$ cat src/hw/rtl/sfpd_pkg.sv
// ----------------------------------------------------------------------------
// sfpd_pkg
// shared constants and types for the signed fixed-point divider
// ----------------------------------------------------------------------------
`default_nettype none

package sfpd_pkg;

   // default operand width
   localparam int DATA_WIDTH_DEFAULT = 16;

   // fraction-bit register
   localparam int FRAC_WIDTH = 4;
   localparam logic [FRAC_WIDTH-1:0] FRAC_RESET = 4'd8;

   // register port geometry
   localparam int CSR_ADDR_WIDTH = 3;
   localparam int CSR_DATA_WIDTH = 32;
   localparam int WORD_LSB = 2;

   // register word indexes
   localparam logic [CSR_ADDR_WIDTH-WORD_LSB-1:0] REG_FRAC_BITS = 1'b0;

   // per-item flags that ride along the pipeline
   typedef struct packed {
      logic negate;
      logic zero_div;
   } side_type;

endpackage

`default_nettype wire

$ cat src/hw/rtl/sfpd_step.sv
// ----------------------------------------------------------------------------
// sfpd_step
// one registered compare-subtract step of the restoring divider
// ----------------------------------------------------------------------------
`default_nettype none

module sfpd_step #(
   parameter int DATA_WIDTH = sfpd_pkg::DATA_WIDTH_DEFAULT
) (
   input  wire                                 clock,
   input  wire                                 reset,
   input  wire                                 advance,
   input  wire                                 in_valid,
   input  wire  [DATA_WIDTH-1:0]               in_rem,
   input  wire  [DATA_WIDTH-1:0]               in_dv,
   input  wire  [DATA_WIDTH-1:0]               in_bits,
   input  wire  [$clog2(DATA_WIDTH+1)-1:0]     in_n,
   input  sfpd_pkg::side_type                  in_side,
   output logic                                out_valid,
   output logic [DATA_WIDTH-1:0]               out_rem,
   output logic [DATA_WIDTH-1:0]               out_dv,
   output logic [DATA_WIDTH-1:0]               out_bits,
   output logic [$clog2(DATA_WIDTH+1)-1:0]     out_n,
   output sfpd_pkg::side_type                  out_side
);

   localparam int NW = $clog2(DATA_WIDTH+1);

   logic                  valid_ff;
   logic [DATA_WIDTH-1:0] rem_ff, rem_in;
   logic [DATA_WIDTH-1:0] dv_ff, dv_in;
   logic [DATA_WIDTH-1:0] bits_ff, bits_in;
   logic [NW-1:0]         n_ff;
   sfpd_pkg::side_type    side_ff;
   logic                  fits;

   // fits means the shifted divisor goes into the partial remainder
   always_comb begin
      fits    = (in_rem >= in_dv);
      rem_in  = fits ? (in_rem - in_dv) : in_rem;
      dv_in   = in_dv >> 1;
      // earliest step ends up in the top bit after all steps
      bits_in = {in_bits[DATA_WIDTH-2:0], fits};
   end

   always_ff @(posedge clock) begin
      if (reset) begin
         valid_ff <= 1'b0;
      end else if (advance) begin
         valid_ff <= in_valid;
      end
   end

   always_ff @(posedge clock) begin
      if (advance && in_valid) begin
         rem_ff  <= rem_in;
         dv_ff   <= dv_in;
         bits_ff <= bits_in;
         n_ff    <= in_n;
         side_ff <= in_side;
      end
   end

   assign out_valid = valid_ff;
   assign out_rem   = rem_ff;
   assign out_dv    = dv_ff;
   assign out_bits  = bits_ff;
   assign out_n     = n_ff;
   assign out_side  = side_ff;

endmodule

`default_nettype wire

$ cat src/hw/rtl/signed_fixed_point_divide.sv
// ----------------------------------------------------------------------------
// signed_fixed_point_divide
// pipelined signed fixed-point divider, sign-magnitude restoring division
// ----------------------------------------------------------------------------
// The divider accepts one item per clock while req_stall is low and returns
// one result per item, in order. The pipeline is an input stage that takes
// magnitudes and the result sign, a stage that finds the divisor's bit length
// and normalizes it, one compare-subtract stage per quotient bit, a stage that
// moves the collected quotient bits to their fixed-point weight, and an output
// register that applies the sign. Each stage holds while it and every stage
// after it are full and the result is stalled, so empty slots close up and new
// items are taken while a finished result waits. A zero divisor gives
// quotient 0 with divide_by_zero set. The user must write frac_bits over the
// register port while no item is in flight; the block does not enforce it.
// ----------------------------------------------------------------------------
`default_nettype none

module signed_fixed_point_divide #(
   parameter int DATA_WIDTH = sfpd_pkg::DATA_WIDTH_DEFAULT
) (
   input  wire                                   clock,
   input  wire                                   reset,
   // input channel
   input  wire                                   req_valid,
   output logic                                  req_stall,
   input  wire  [DATA_WIDTH-1:0]                 req_dividend,
   input  wire  [DATA_WIDTH-1:0]                 req_divisor,
   // result channel
   output logic                                  rsp_valid,
   input  wire                                   rsp_stall,
   output logic [DATA_WIDTH-1:0]                 rsp_quotient,
   output logic                                  rsp_divide_by_zero,
   // register port
   input  wire                                   psel,
   input  wire                                   penable,
   input  wire                                   pwrite,
   input  wire  [sfpd_pkg::CSR_ADDR_WIDTH-1:0]   paddr,
   input  wire  [sfpd_pkg::CSR_DATA_WIDTH-1:0]   pwdata,
   output logic [sfpd_pkg::CSR_DATA_WIDTH-1:0]   prdata,
   output logic                                  pready
);

   localparam int NW       = $clog2(DATA_WIDTH+1);
   localparam int FW       = sfpd_pkg::FRAC_WIDTH;
   localparam int FRAC_MAX = (1 << FW) - 1;
   // placement word: quotient bits parked above a window wide enough for any
   // combination of fraction bits and divisor length
   localparam int BW       = 2*DATA_WIDTH + FRAC_MAX + 1;
   localparam int AW       = $clog2(BW);
   // stage map
   localparam int NS       = DATA_WIDTH + 4;
   localparam int ST_PLACE = DATA_WIDTH + 2;
   localparam int ST_OUT   = DATA_WIDTH + 3;

   // ------------------------------------------------------------------------
   // register port
   // ------------------------------------------------------------------------
   logic [FW-1:0] frac_ff;
   logic          csr_write;
   logic          frac_sel;

   assign frac_sel  = (paddr[sfpd_pkg::CSR_ADDR_WIDTH-1:sfpd_pkg::WORD_LSB]
                       == sfpd_pkg::REG_FRAC_BITS);
   assign csr_write = psel && penable && pwrite;
   assign pready    = 1'b1;

   always_ff @(posedge clock) begin
      if (reset) begin
         frac_ff <= sfpd_pkg::FRAC_RESET;
      end else if (csr_write && frac_sel) begin
         frac_ff <= pwdata[FW-1:0];
      end
   end

   // only the low bits of the word hold anything
   always_comb begin
      prdata = '0;
      if (frac_sel) begin
         prdata[FW-1:0] = frac_ff;
      end
   end

   // ------------------------------------------------------------------------
   // flow control: a stage moves when some stage at or after it is empty or
   // the result is being taken
   // ------------------------------------------------------------------------
   logic [NS-1:0] stage_valid;
   logic [NS-1:0] adv;

   for (genvar g = 0; g < NS; g++) begin : g_adv
      assign adv[g] = !rsp_stall || !(&stage_valid[NS-1:g]);
   end

   assign req_stall = !adv[0];

   // ------------------------------------------------------------------------
   // stage 0: magnitudes and result sign
   // ------------------------------------------------------------------------
   logic                  s0_valid_ff;
   logic [DATA_WIDTH-1:0] s0_a_ff, s0_a_in;
   logic [DATA_WIDTH-1:0] s0_b_ff, s0_b_in;
   sfpd_pkg::side_type    s0_side_ff;
   logic                  a_neg, b_neg;

   always_comb begin
      a_neg   = req_dividend[DATA_WIDTH-1];
      b_neg   = req_divisor[DATA_WIDTH-1];
      // most negative value keeps its bit pattern, read as unsigned
      s0_a_in = a_neg ? (~req_dividend + DATA_WIDTH'(1)) : req_dividend;
      s0_b_in = b_neg ? (~req_divisor + DATA_WIDTH'(1)) : req_divisor;
   end

   always_ff @(posedge clock) begin
      if (reset) begin
         s0_valid_ff <= 1'b0;
      end else if (adv[0]) begin
         s0_valid_ff <= req_valid;
      end
   end

   always_ff @(posedge clock) begin
      if (adv[0] && req_valid) begin
         s0_a_ff             <= s0_a_in;
         s0_b_ff             <= s0_b_in;
         s0_side_ff.negate   <= a_neg ^ b_neg;
         s0_side_ff.zero_div <= (req_divisor == '0);
      end
   end

   // ------------------------------------------------------------------------
   // stage 1: divisor bit length and normalization
   // ------------------------------------------------------------------------
   logic                  s1_valid_ff;
   logic [DATA_WIDTH-1:0] s1_rem_ff;
   logic [DATA_WIDTH-1:0] s1_dv_ff, s1_dv_in;
   logic [NW-1:0]         s1_n_ff, s1_n_in;
   sfpd_pkg::side_type    s1_side_ff;
   logic [DATA_WIDTH-1:0] top_bit;

   // one-hot of the leading one, then its position plus one
   always_comb begin
      s1_n_in = '0;
      for (int i = 0; i < DATA_WIDTH; i++) begin
         top_bit[i] = s0_b_ff[i] && ((s0_b_ff >> (i + 1)) == '0);
         s1_n_in    = s1_n_in | ({NW{top_bit[i]}} & NW'(i + 1));
      end
      // top set bit lands in the word's top bit; zero divisor stays zero
      s1_dv_in = s0_b_ff << (NW'(DATA_WIDTH) - s1_n_in);
   end

   always_ff @(posedge clock) begin
      if (reset) begin
         s1_valid_ff <= 1'b0;
      end else if (adv[1]) begin
         s1_valid_ff <= s0_valid_ff;
      end
   end

   always_ff @(posedge clock) begin
      if (adv[1] && s0_valid_ff) begin
         s1_rem_ff  <= s0_a_ff;
         s1_dv_ff   <= s1_dv_in;
         s1_n_ff    <= s1_n_in;
         s1_side_ff <= s0_side_ff;
      end
   end

   // ------------------------------------------------------------------------
   // compare-subtract stages, one per quotient bit
   // ------------------------------------------------------------------------
   logic [DATA_WIDTH:0]   valid_c;
   logic [DATA_WIDTH-1:0] rem_c  [0:DATA_WIDTH];
   logic [DATA_WIDTH-1:0] dv_c   [0:DATA_WIDTH];
   logic [DATA_WIDTH-1:0] bits_c [0:DATA_WIDTH];
   logic [NW-1:0]         n_c    [0:DATA_WIDTH];
   sfpd_pkg::side_type    side_c [0:DATA_WIDTH];

   assign valid_c[0] = s1_valid_ff;
   assign rem_c[0]   = s1_rem_ff;
   assign dv_c[0]    = s1_dv_ff;
   assign bits_c[0]  = '0;
   assign n_c[0]     = s1_n_ff;
   assign side_c[0]  = s1_side_ff;

   for (genvar j = 0; j < DATA_WIDTH; j++) begin : g_step
      sfpd_step #(
         .DATA_WIDTH (DATA_WIDTH)
      ) u_step (
         .clock     (clock),
         .reset     (reset),
         .advance   (adv[j+2]),
         .in_valid  (valid_c[j]),
         .in_rem    (rem_c[j]),
         .in_dv     (dv_c[j]),
         .in_bits   (bits_c[j]),
         .in_n      (n_c[j]),
         .in_side   (side_c[j]),
         .out_valid (valid_c[j+1]),
         .out_rem   (rem_c[j+1]),
         .out_dv    (dv_c[j+1]),
         .out_bits  (bits_c[j+1]),
         .out_n     (n_c[j+1]),
         .out_side  (side_c[j+1])
      );
      assign stage_valid[j+2] = valid_c[j+1];
   end

   // ------------------------------------------------------------------------
   // placement: bit of step i belongs at frac_bits + width - n - i; bits
   // above the word wrap away, bits below bit 0 drop
   // ------------------------------------------------------------------------
   logic                  s2_valid_ff;
   logic [DATA_WIDTH-1:0] s2_p_ff;
   sfpd_pkg::side_type    s2_side_ff;
   logic [AW-1:0]         place_amt;
   logic [BW-1:0]         place_word;
   logic [BW-1:0]         place_shifted;

   always_comb begin
      place_amt     = AW'(DATA_WIDTH + FRAC_MAX) - AW'(frac_ff)
                      + AW'(n_c[DATA_WIDTH]);
      place_word    = {bits_c[DATA_WIDTH], {(BW - DATA_WIDTH){1'b0}}};
      place_shifted = place_word >> place_amt;
   end

   always_ff @(posedge clock) begin
      if (reset) begin
         s2_valid_ff <= 1'b0;
      end else if (adv[ST_PLACE]) begin
         s2_valid_ff <= valid_c[DATA_WIDTH];
      end
   end

   always_ff @(posedge clock) begin
      if (adv[ST_PLACE] && valid_c[DATA_WIDTH]) begin
         s2_p_ff    <= place_shifted[DATA_WIDTH-1:0];
         s2_side_ff <= side_c[DATA_WIDTH];
      end
   end

   // ------------------------------------------------------------------------
   // output register: sign and zero-divisor override
   // ------------------------------------------------------------------------
   logic                  rsp_valid_ff;
   logic [DATA_WIDTH-1:0] rsp_quotient_ff, rsp_quotient_in;
   logic                  rsp_dbz_ff;

   always_comb begin
      if (s2_side_ff.zero_div) begin
         rsp_quotient_in = '0;
      end else if (s2_side_ff.negate) begin
         rsp_quotient_in = ~s2_p_ff + DATA_WIDTH'(1);
      end else begin
         rsp_quotient_in = s2_p_ff;
      end
   end

   always_ff @(posedge clock) begin
      if (reset) begin
         rsp_valid_ff <= 1'b0;
      end else if (adv[ST_OUT]) begin
         rsp_valid_ff <= s2_valid_ff;
      end
   end

   always_ff @(posedge clock) begin
      if (adv[ST_OUT] && s2_valid_ff) begin
         rsp_quotient_ff <= rsp_quotient_in;
         rsp_dbz_ff      <= s2_side_ff.zero_div;
      end
   end

   assign stage_valid[0]        = s0_valid_ff;
   assign stage_valid[1]        = s1_valid_ff;
   assign stage_valid[ST_PLACE] = s2_valid_ff;
   assign stage_valid[ST_OUT]   = rsp_valid_ff;

   assign rsp_valid          = rsp_valid_ff;
   assign rsp_quotient       = rsp_quotient_ff;
   assign rsp_divide_by_zero = rsp_dbz_ff;

endmodule

`default_nettype wire

$ cat config.mk
export PLATFORM = sky130hd
export DESIGN_NAME = signed_fixed_point_divide
export DESIGN_NICKNAME = d
export VERILOG_FILES = /design/src/hw/rtl/sfpd_pkg.sv /design/src/hw/rtl/sfpd_step.sv /design/src/hw/rtl/signed_fixed_point_divide.sv
export SDC_FILE = /design/constraint.sdc
export NUM_CORES = 1
export LEC_CHECK = 0
export ABC_AREA = 1
export BUFFER_PORTS_ARGS = -buffer_cell sky130_fd_sc_hd__buf_4
export CAP_MARGIN = 20
export CORE_ASPECT_RATIO = 0.5
export CORE_UTILIZATION = 57
export CTS_CLUSTER_DIAMETER = 80
export DETAILED_ROUTE_END_ITERATION = 6
export PLACE_DENSITY = 0.77
export RECOVER_POWER = 25
export SLEW_MARGIN = 20
export SYNTH_ARGS = -nofsm -noshare
export SYNTH_HDL_FRONTEND = slang
export SYNTH_SLANG_ARGS = --single-unit
export TNS_END_PERCENT = 1
$ cat constraint.sdc
create_clock -name clock -period 3.03 [get_ports clock]
set_input_delay 0 -clock clock [delete_from_list [all_inputs] [get_ports clock]]
set_output_delay 0 -clock clock [all_outputs]
set_load 0.01 [all_outputs]
* Yosys cells after proc, flatten, opt, wreduce, memory -nomap -nowiden
Cells that the tools add are included.
** Storage, ports and cells
- Register bits after elaboration :: 740
- Bits in latches :: 0
- RAM bits :: 0
- Bits in read-only memories :: 0
- Input bits :: 74
- Output and inout port bits :: 52
- Logic and storage cells :: 324
- Memories kept :: 0
** Operators by class
- Add/subtract/negate cells :: 21
- Multiply operators :: 0
- Divide/modulo/power cells :: 0
- $lt $le $gt $ge :: 16
- Equality and inequality tests :: 0
- Shifts and indexed selects :: 2
- Muxes and demuxes :: 19
- Bitwise logic cells :: 20
- Reductions and logical operators :: 115
** Operators by type and width (count)
- 16-bit logical NOT :: 16
- 16-bit two-way mux :: 16
- 16-bit by 1-bit adder with 16-bit output (second input constant) :: 3
- 16-bit NOT :: 3
- 48-bit by 6-bit >> shifter with 16-bit output :: 1
- 1-bit logical AND :: 38
- 15-bit two-way mux :: 2
- 4-bit OR :: 7
- 1-bit logical NOT :: 22
- 1-bit logical OR :: 20
- 20-bit AND reduction :: 1
- 19-bit AND reduction :: 1
- 18-bit AND reduction :: 1
- 17-bit AND reduction :: 1
- 16-bit by 1-bit >= comparator with 1-bit output :: 1
- 16-bit by 10-bit >= comparator with 1-bit output :: 1
- 16-bit by 11-bit >= comparator with 1-bit output :: 1
- 16-bit by 12-bit >= comparator with 1-bit output :: 1
- 16-bit by 13-bit >= comparator with 1-bit output :: 1
- 16-bit by 14-bit >= comparator with 1-bit output :: 1
- 16-bit by 15-bit >= comparator with 1-bit output :: 1
- 16-bit >= comparator :: 1
- 16-bit by 2-bit >= comparator with 1-bit output :: 1
- 16-bit by 3-bit >= comparator with 1-bit output :: 1
- 49 further kinds :: 51

* Longest topological paths before layout
Gate-level depths: netlist of run 1.
- Depth after elaboration :: 19
- Mapped depth :: 19

* By module
From an unflattened synthesis of run 1, not the netlist that was laid out.
** Unflattened totals
- Cell total of the unflattened synthesis :: 6226
- Area total of the unflattened synthesis :: 56050.0 µm²
** Modules (own cells, without submodules)
- sfpd_step (g_step[0].u_step ...) :: times used 11, cells each 332, area an instance 3010.4 µm²
- sfpd_step (g_step[7].u_step ...) :: times used 3, cells each 339, area an instance 3158.0 µm²
- signed_fixed_point_divide :: times used 1, cells each 879, area an instance 7153.1 µm²
- sfpd_step (g_step[5].u_step ...) :: times used 2, cells each 339, area an instance 3154.3 µm²

* Worst setup path after synthesis of run 1
Ideal clock, no wire load.
- Path type :: flip-flop to flip-flop
- Start :: register rsp_valid_ff, in the netlist rsp_valid
- End :: register g_step[1].u_step.bits_ff[0], enable pin
- Arrival time :: 2.808 ns
- Data required time :: 2.582 ns
- Setup slack :: -0.226 ns
- Cell stages (with the launch flop) :: 8
- Period minus slack after synthesis :: 3.256 ns
- Cell sequence :: dfxtp_1 > nand3_2 > nor2_1 > nand2_1 > nor3_1 > nand4_1 > inv_1 > a21oi_1
** Between the ends
- Word-level cells in the longest chain between the ends :: 4
** Ends and longest elaborated chain
- from (decl) :: line signed_fixed_point_divide.sv:244 : logic rsp_valid_ff;
- from (signal assigned) :: line signed_fixed_point_divide.sv:262 : rsp_valid_ff <= s2_valid_ff;
- 17-bit AND reduction :: line signed_fixed_point_divide.sv:91 : assign adv[g] = !rsp_stall || !(&stage_valid[NS-1:g]);
- 1-bit logical NOT :: line signed_fixed_point_divide.sv:91
- 1-bit logical OR :: line signed_fixed_point_divide.sv:91
- 1-bit logical AND :: line sfpd_step.sv:55 : if (advance && in_valid) begin
- to (signal assigned) :: line sfpd_step.sv:58 : bits_ff <= bits_in;
- to (decl) :: line sfpd_step.sv:32 : logic [DATA_WIDTH-1:0] bits_ff, bits_in;
Every way passes these cells.
A chain may end at the register's enable or synchronous reset.

* Worst setup path in the final report of run 1
- Start :: register g_step[9].u_step.valid_ff
- End :: register s0_valid_ff
** Between the ends
- Word-level cells in the longest chain between the ends :: 3
** Ends and longest elaborated chain
- from (decl) :: line sfpd_step.sv:29 : logic valid_ff;
- from (signal assigned) :: line sfpd_step.sv:50 : valid_ff <= in_valid;
- 20-bit AND reduction :: line signed_fixed_point_divide.sv:91
- 1-bit logical NOT :: line signed_fixed_point_divide.sv:91
- 1-bit logical OR :: line signed_fixed_point_divide.sv:91
- to (signal assigned) :: line signed_fixed_point_divide.sv:117 : s0_valid_ff <= req_valid;
- to (decl) :: line signed_fixed_point_divide.sv:99 : logic s0_valid_ff;
Every way passes these cells.

==> impl_metrics.py, run 1 <==
metrics = {
    "cts": {
        "post-cts-setup-buffers": 0,
        "cts.sink_count": 740,
        "cts_max_path_bufs": 3,
        "clock_tree_from_tritoncts": "yes",
        "cts-buffers-inserted": 66,
        "worst_setup_hold_path_clk_slew_ns": 0.07,
        "clk-insertion-delay-late_ns": 0.61,
        "ctsRootBufferMaster": "clkbuf_16",
        "cts_htree_levels": 3,
    },
    "power_and_ir_drop": {
        "irDropWorstVdd_mv": 0.3791,
        "power_density_mw_per_mm2": 529.5,
        "static-leakage-power_nw": 16.20,
        "finalPower_mw": 21.85,
    },
    "synthesis": {
        "postSynthRegisterBits": 740,
        "synth.top_cells.by_count": "edfxtp_1 (716), nand2_1 (611), inv_1 (470)",
        "synth_area_mm2": 0.03652,
        "ys_top_cells_by_area": "edfxtp_1 (59%), nand2_1 (6.3%), ha_1 (4.9%)",
        "synth.lib_cells_used.distinct": 61,
        "most_frequent_cell_after_synthesis": "edfxtp_1",
        "postSynth.asyncResetShare_pct": 0,
        "synthDominantAreaCellType": "edfxtp_1",
        "synth_top_area_share_pct": 58.87,
        "avgSynthCellArea_um2": 10.49,
        "post_synth_inst_count": 3482,
        "dominantRegCellSynth": "edfxtp_1",
        "synth_seq_area_share_pct": 60.18,
        "post_synth_edffs": 716,
        "yosys_warnings": 0,
    },
    "drt": {
        "met2WireLength_um": 35100,
        "drt_iter0_markers": 1479,
        "maxUsedRoutingLayer": "met4",
        "post-route-drc-count": 0,
        "detail_route_met3_wl_um": 2678,
        "detail_route.wirelength_um": 68720,
        "drt_pre_antenna_iters": 6,
        "wl_per_cell_um": 15.02,
        "detailroute.via_count": 24540,
        "antenna_left": 0,
        "routed_via_density": 5.363,
        "drt-met1-wl_um": 28440,
    },
    "timing": {
        "timing.final.max_slew_violations": 0,
        "fin_worst_skew_ns": 0.02842,
        "maxSlewHeadroom_pct": 31.55,
        "max_freq_ghz": 0.3476,
        "whs_ns": 0.1965,
        "setup_total_negative_slack_ns": 0,
        "layout_worst_path_cycle_share_pct": 94.94,
        "post-route-min-period_ns": 2.877,
        "hold_viol_final": 0,
        "worstMarginPinSlew_ns": 1.024,
        "setup_viol": 0,
    },
    "global_routing": {
        "grt.overflow.total": 0,
        "grt_pass1_wl_um": 114100,
        "vias_in_the_first_global_route": 24230,
        "gr-usage-all-layers_pct": 21.38,
        "grt_start_max_net_pins": 40,
        "antenna_found_initial": 0,
    },
    "cells_and_area": {
        "antenna_cells": 0,
        "layout-drive-gt1-share_pct": 7.491,
        "postLayoutCoreUtil_pct": 65.31,
        "finish.instance_area_mm2": 0.04127,
        "synthToLayoutAreaGrowth_pct": 12.99,
        "layout.area.seq_mm2": 0.02198,
        "nNetsFinal": 3921,
        "multi_input_area_mm2": 0.01253,
        "fill_cells": 4678,
    },
    "critical_path": {
        "critical-path-slowest-cell": "dlygate4sd3_1",
        "cp_data_required_time_ns": 3.58,
        "timing_worst_setup_path_type": "flip-flop to flip-flop",
        "cp_cell_sequence": "inv_1, nor3_1, nand3_1, nor4_2, nor2_1, dlygate4sd3_1, nor2_1, dlygate4sd3_1",
        "critical-path-max-stage-delay_ns": 0.59,
        "end_kind": "flip-flop",
        "arrival_ns": 3.42,
        "crit_path_start_kind": "flip-flop",
        "path_max_fanout": 5,
    },
    "floorplan": {
        "design.portCount": 126,
        "initial_utilization_pct": 57.80,
        "floorplan.core_area_mm2": 0.06319,
        "floorplan.die_area_mm2": 0.06515,
        "floorplan.rows": 65,
        "die_height_um": 181.0,
        "die_w_um": 360.0,
    },
    "run_status": {
        "status": "finished clean",
    },
    "place": {
        "dp.final_hpwl_um": 49510,
        "finalWeightedCongestion": 0.9604,
        "port_buffers": 66,
        "dpl_cell_area_mm2": 0.03815,
    },
    "min_path": {
        "hold_class": "input pin to flip-flop",
    },
    "flow_run": {
        "max-cap-violations": 0,
    },
}
[cell usage in the layout, fill, tap and decap left out, drive strengths merged, types with 7 or more instances in the layout]
| master | netlist | routed |
|---|---|---|
| a211oi | 9 | 9 |
| a21boi | 9 | 9 |
| a21o | 23 | 23 |
| a21oi | 189 | 189 |
| a31oi | 14 | 14 |
| buf | 58 | 111 |
| bufinv | 0 | 10 |
| clkbuf | 20 | 77 |
| clkinv | 1 | 26 |
| clkinvlp | 0 | 7 |
| conb | 2 | 29 |
| dfxtp | 24 | 24 |
| dlygate4sd3 | 0 | 74 |
| edfxtp | 716 | 716 |
| fa | 16 | 16 |
| ha | 144 | 144 |
| inv | 476 | 479 |
| mux2i | 8 | 8 |
| nand2 | 615 | 615 |
| nand3 | 171 | 171 |
| nand3b | 8 | 8 |
| nand4 | 44 | 44 |
| nor2 | 336 | 336 |
| nor3 | 65 | 65 |
| nor4 | 21 | 21 |
| o211ai | 7 | 7 |
| o21a | 7 | 7 |
| o21ai | 254 | 254 |
| o21bai | 15 | 15 |
| o22ai | 8 | 8 |
| or2 | 19 | 19 |
| xnor2 | 77 | 77 |
| xor2 | 92 | 92 |
[repair_timing]
action | in CTS | in global routing
hold endpoints to repair | 75 | 0
gates resized for setup | 0 | 2
hold buffers | 74 | 0
setup endpoints to repair | 0 | 11
[layout make-up]
type	count	area share, %
flip-flops and latches	740	53.26
multi-input cells	2214	30.36
inverters	477	4.339
clock buffers	74	4.178
repair buffers	188	4.011
well taps	837	2.538
clock inverters	45	1.313
[cells by family after synthesis]
kind of cell,count (synthesis),synth area share (%)
flops,740,60.18
compound gates,556,8.417
fa+ha+maj,160,5.810
simple gates,1292,15.06
buf+inv,555,6.180
xor+xnor,169,4.104
other cells,2,0.02056
mux,8,0.2193
[critical path: cells and delay by family, from the launching register on]
family / cells / cell delay, ns
buffers and inverters: 3 / 1.28
AND/OR/NAND/NOR: 5 / 1.09
flip-flops: 1 / 0.44
[per-stage QoR]
step / worst slack [ns] / std cells
floorplan: -0.2029 / 3509
global placement: 0.2928 / 4377
detailed placement: 0.2573 / 4377
CTS: 0.04927 / 4570
global route: -0.005074 / 4575
finish: 0.1533 / 4575
[routing by layer]
metal	GRT usage, %	up-vias
li1	-	12330
met1	25.26	11430
met2	39.31	588
met3	3.096	196
met4	8.496	0
met5	0	-
[power by group]
group	total, mW	internal (mW)	switching, mW
sequential	11.4	11.3	0.0974
clock	8.82	5.01	3.81
combinational	1.60	0.624	0.977
total	21.8	17.0	4.88
[sequential cells by signal, summed over array words and instances (netlist names)]
name	flops
g_step.u_step.out_rem	240
g_step.u_step.out_bits	136
g_step.u_step.out_dv	120
g_step.u_step.out_n	80
g_step.u_step.out_side	32
g_step.u_step.out_valid	16
rsp_quotient	16
s0_a_ff	16
s0_b_ff	16
s1_dv_ff	16
s1_rem_ff	16
s2_p_ff	16
s1_n_ff	5
frac_ff	4
s0_side_ff	2
s1_side_ff	2
s2_side_ff	2
rsp_divide_by_zero	1
rsp_valid	1
s0_valid_ff	1
s1_valid_ff	1
s2_valid_ff	1
[worst paths after layout]
path                                                 start                   endpoint  slack, ns  depth (start not counted)
worst max-delay path            g_step[9].u_step.out_valid                s0_valid_ff       0.15                          8
worst min-delay path                        req_divisor[0]                 s0_b_ff[0]       0.20                          2
worst max register to register  g_step[9].u_step.out_valid                s0_valid_ff       0.15                          8
worst min register to register   g_step[2].u_step.out_n[4]  g_step[3].u_step.out_n[4]       0.40                          0
No activity file was read; power rests on OpenSTA's default activity.
==> run 2: changes to the inputs <==
--- a/config.mk
+++ b/config.mk
@@ -7,7 +7,6 @@
 export LEC_CHECK = 0
 export ABC_AREA = 1
 export BUFFER_PORTS_ARGS = -buffer_cell sky130_fd_sc_hd__buf_4
-export CAP_MARGIN = 20
 export CORE_ASPECT_RATIO = 0.5
 export CORE_UTILIZATION = 57
 export CTS_CLUSTER_DIAMETER = 80
==> constraint.sdc (replaced) <==
create_clock -name clock -period 3.03 [get_ports clock]
set_input_delay 0.4545 -clock clock [delete_from_list [all_inputs] [get_ports clock]]
set_output_delay 0.4545 -clock clock [all_outputs]
set_load 0.01 [all_outputs]
==> impl_metrics.py, run 2 (synthesized netlist as in run 1, its figures left out) <==
metrics = {
    "drt": {
        "post-route-drc-count": 0,
        "routed_via_density": 5.327,
        "antenna_left": 0,
        "drt_iter0_markers": 1417,
        "detail_route.wirelength_um": 65300,
        "wl_per_cell_um": 14.53,
        "detailroute.via_count": 23950,
        "drt_pre_antenna_iters": 6,
    },
    "flow_run": {
        "max-cap-violations": 0,
    },
    "cts": {
        "cts_htree_levels": 3,
        "cts-buffers-inserted": 66,
        "cts.sink_count": 740,
        "post_cts_resized": 1,
        "ctsRootBufferMaster": "clkbuf_16",
        "clk-insertion-delay-late_ns": 0.60,
        "post-cts-setup-buffers": 0,
        "hold_buffers": 0,
        "cts_max_path_bufs": 3,
        "worst_setup_hold_path_clk_slew_ns": 0.07,
        "clock_tree_from_tritoncts": "yes",
    },
    "cells_and_area": {
        "layout-drive-gt1-share_pct": 7.108,
        "synthToLayoutAreaGrowth_pct": 10.44,
        "commonest_non_fill_non_tap_cell_in_the_layout": "edfxtp_1",
        "antenna_cells": 0,
        "nNetsFinal": 3840,
        "most_frequent_cells_in_the_layout": "edfxtp_1 (716), nand2_1 (611), inv_1 (470), nor2_1 (315), o21ai_0 (241)",
        "largest_register_ffs": 240,
        "fill_cells": 4717,
        "finish.instance_area_mm2": 0.04033,
        "postLayoutCoreUtil_pct": 63.83,
    },
    "global_routing": {
        "gr-usage-all-layers_pct": 20.09,
        "globalRouteMet1Util_pct": 23.23,
        "antenna_found_initial": 0,
        "grt_use_met2_pct": 37.37,
        "grt_start_max_net_pins": 40,
        "grt.overflow.total": 0,
        "grt_pass1_wl_um": 107700,
        "gr-usage-met3_pct": 3.086,
        "vias_in_the_first_global_route": 23620,
        "busiest_layer": "met2",
    },
    "floorplan": {
        "floorplan.core_area_mm2": 0.06319,
        "floorplan.rows": 65,
        "design.portCount": 126,
        "initial_utilization_pct": 57.80,
        "floorplan.die_area_mm2": 0.06515,
        "die_height_um": 181.0,
        "die_w_um": 360.0,
    },
    "critical_path": {
        "path_max_fanout": 39,
        "end_kind": "flip-flop",
        "arrival_ns": 3.11,
        "cp_data_required_time_ns": 3.33,
        "timing_worst_setup_path_type": "flip-flop to flip-flop",
        "crit_path_start_kind": "flip-flop",
    },
    "timing": {
        "post-route-min-period_ns": 2.810,
        "timing.final.max_slew_violations": 0,
        "worstMarginPinSlew_ns": 1.005,
        "rsz_0062_raised_after_global_routing": "false",
        "layout_worst_path_cycle_share_pct": 92.75,
        "hold_viol_final": 0,
        "setup_viol": 0,
        "max_freq_ghz": 0.3558,
        "setup_total_negative_slack_ns": 0,
        "layout_setup_ws_ns": 0.2198,
        "whs_ns": 0.05981,
        "fin_worst_skew_ns": 0.01955,
        "maxSlewHeadroom_pct": 32.81,
    },
    "power_and_ir_drop": {
        "irDropWorstVdd_mv": 0.4092,
        "switching_share_pct": 21.79,
        "total_switching_power_mw": 4.650,
        "static-leakage-power_nw": 15.79,
        "seq_power_share_pct": 53.6,
        "power_density_mw_per_mm2": 529.0,
        "share_clk_of_total_power_pct": 39.4,
        "intPower_mw": 16.69,
        "share_comb_of_total_power_pct": 7.0,
    },
    "place": {
        "dp_slack_ns": 0.1806,
        "finalWeightedCongestion": 0.9254,
        "dpl_cell_area_mm2": 0.03811,
        "dp.final_hpwl_um": 48410,
        "port_buffers": 66,
    },
    "run_status": {
        "status": "finished clean",
    },
    "min_path": {
        "hold_class": "input pin to flip-flop",
    },
}
## run 2: changes by cell type in the layout (fill, tap and decap cells not counted), moves of 3 or more
cell | before | now
clkinvlp_4 | 7 | 3
bufinv_16 | 10 | 6
clkbuf_16 | 68 | 71
clkbuf_1 | 9 | 14
clkinv_4 | 4 | 0
buf_4 | 106 | 101
clkinv_8 | 3 | 0
dlygate4sd3_1 | 74 | 0
clkinv_1 | 10 | 18
## run 2: critical path: stages, from the launching register on
cell and delay [ns]:
dfxtp_1 0.45, nand3_2 0.12, nor2_1 0.24, nand2_1 0.17, nor2_2 0.23, nand3_1 0.16, nor2_1 0.26, nand2_1 0.15
nor2_1 0.19, nand2_1 0.11, nand2_1 0.11, inv_1 0.05, buf_4 0.25
## run 2: power by group through the flow
| stage | logic, mW | registers [mW] | clock network [mW] |
|---|---|---|---|
| 6_report | 1.49 | 11.4 | 8.41 |
| 5_1_grt | 1.68 | 11.4 | 8.98 |
| 4_1_cts | 1.48 | 11.4 | 8.59 |
| 3_5_place_dp | 1.47 | 11.7 | 0 |
| 3_3_place_gp | 1.43 | 11.7 | 0 |
| 2_1_floorplan | 1.13 | 11.6 | 0 |
## run 2: metal layers
metal / routed length [um] / up-vias
met3: 2424 / 174
met1: 27230 / 11080
met2: 33390 / 533
li1: - / 12160
met4: 2255 / 0
met5: 0 / -
## run 2: final cells by class
| cell class | count | area [um^2] | area share (%) |
|---|---|---|---|
| clock inverters | 37 | 329.1 | 0.8158 |
| flip-flops and latches | 740 | 21980 | 54.50 |
| well taps | 837 | 1047 | 2.596 |
| clock buffers | 83 | 1832 | 4.541 |
| inverters | 477 | 1790 | 4.439 |
| repair buffers | 107 | 829.5 | 2.057 |
| multi-input cells | 2214 | 12530 | 31.05 |
## run 2: final timing paths
check | startpoint | end | slack [ns] | cells after the start
setup reg to reg | rsp_valid | g_step[0].u_step.out_dv[13] | 0.22 | 12
hold / removal | pwdata[3] | frac_ff[3] | 0.06 | 2
hold reg to reg | g_step[0].u_step.out_side[0] | g_step[1].u_step.out_side[0] | 0.41 | 0
setup / recovery | rsp_valid | g_step[0].u_step.out_dv[13] | 0.22 | 12
## run 2: stage by stage
stage	cells	power [mW]
6_report	4495	21.34
5_1_grt	4495	22.10
2_1_floorplan	3509	12.75
3_5_place_dp	4372	13.12
4_1_cts	4492	21.51
3_3_place_gp	4372	13.08
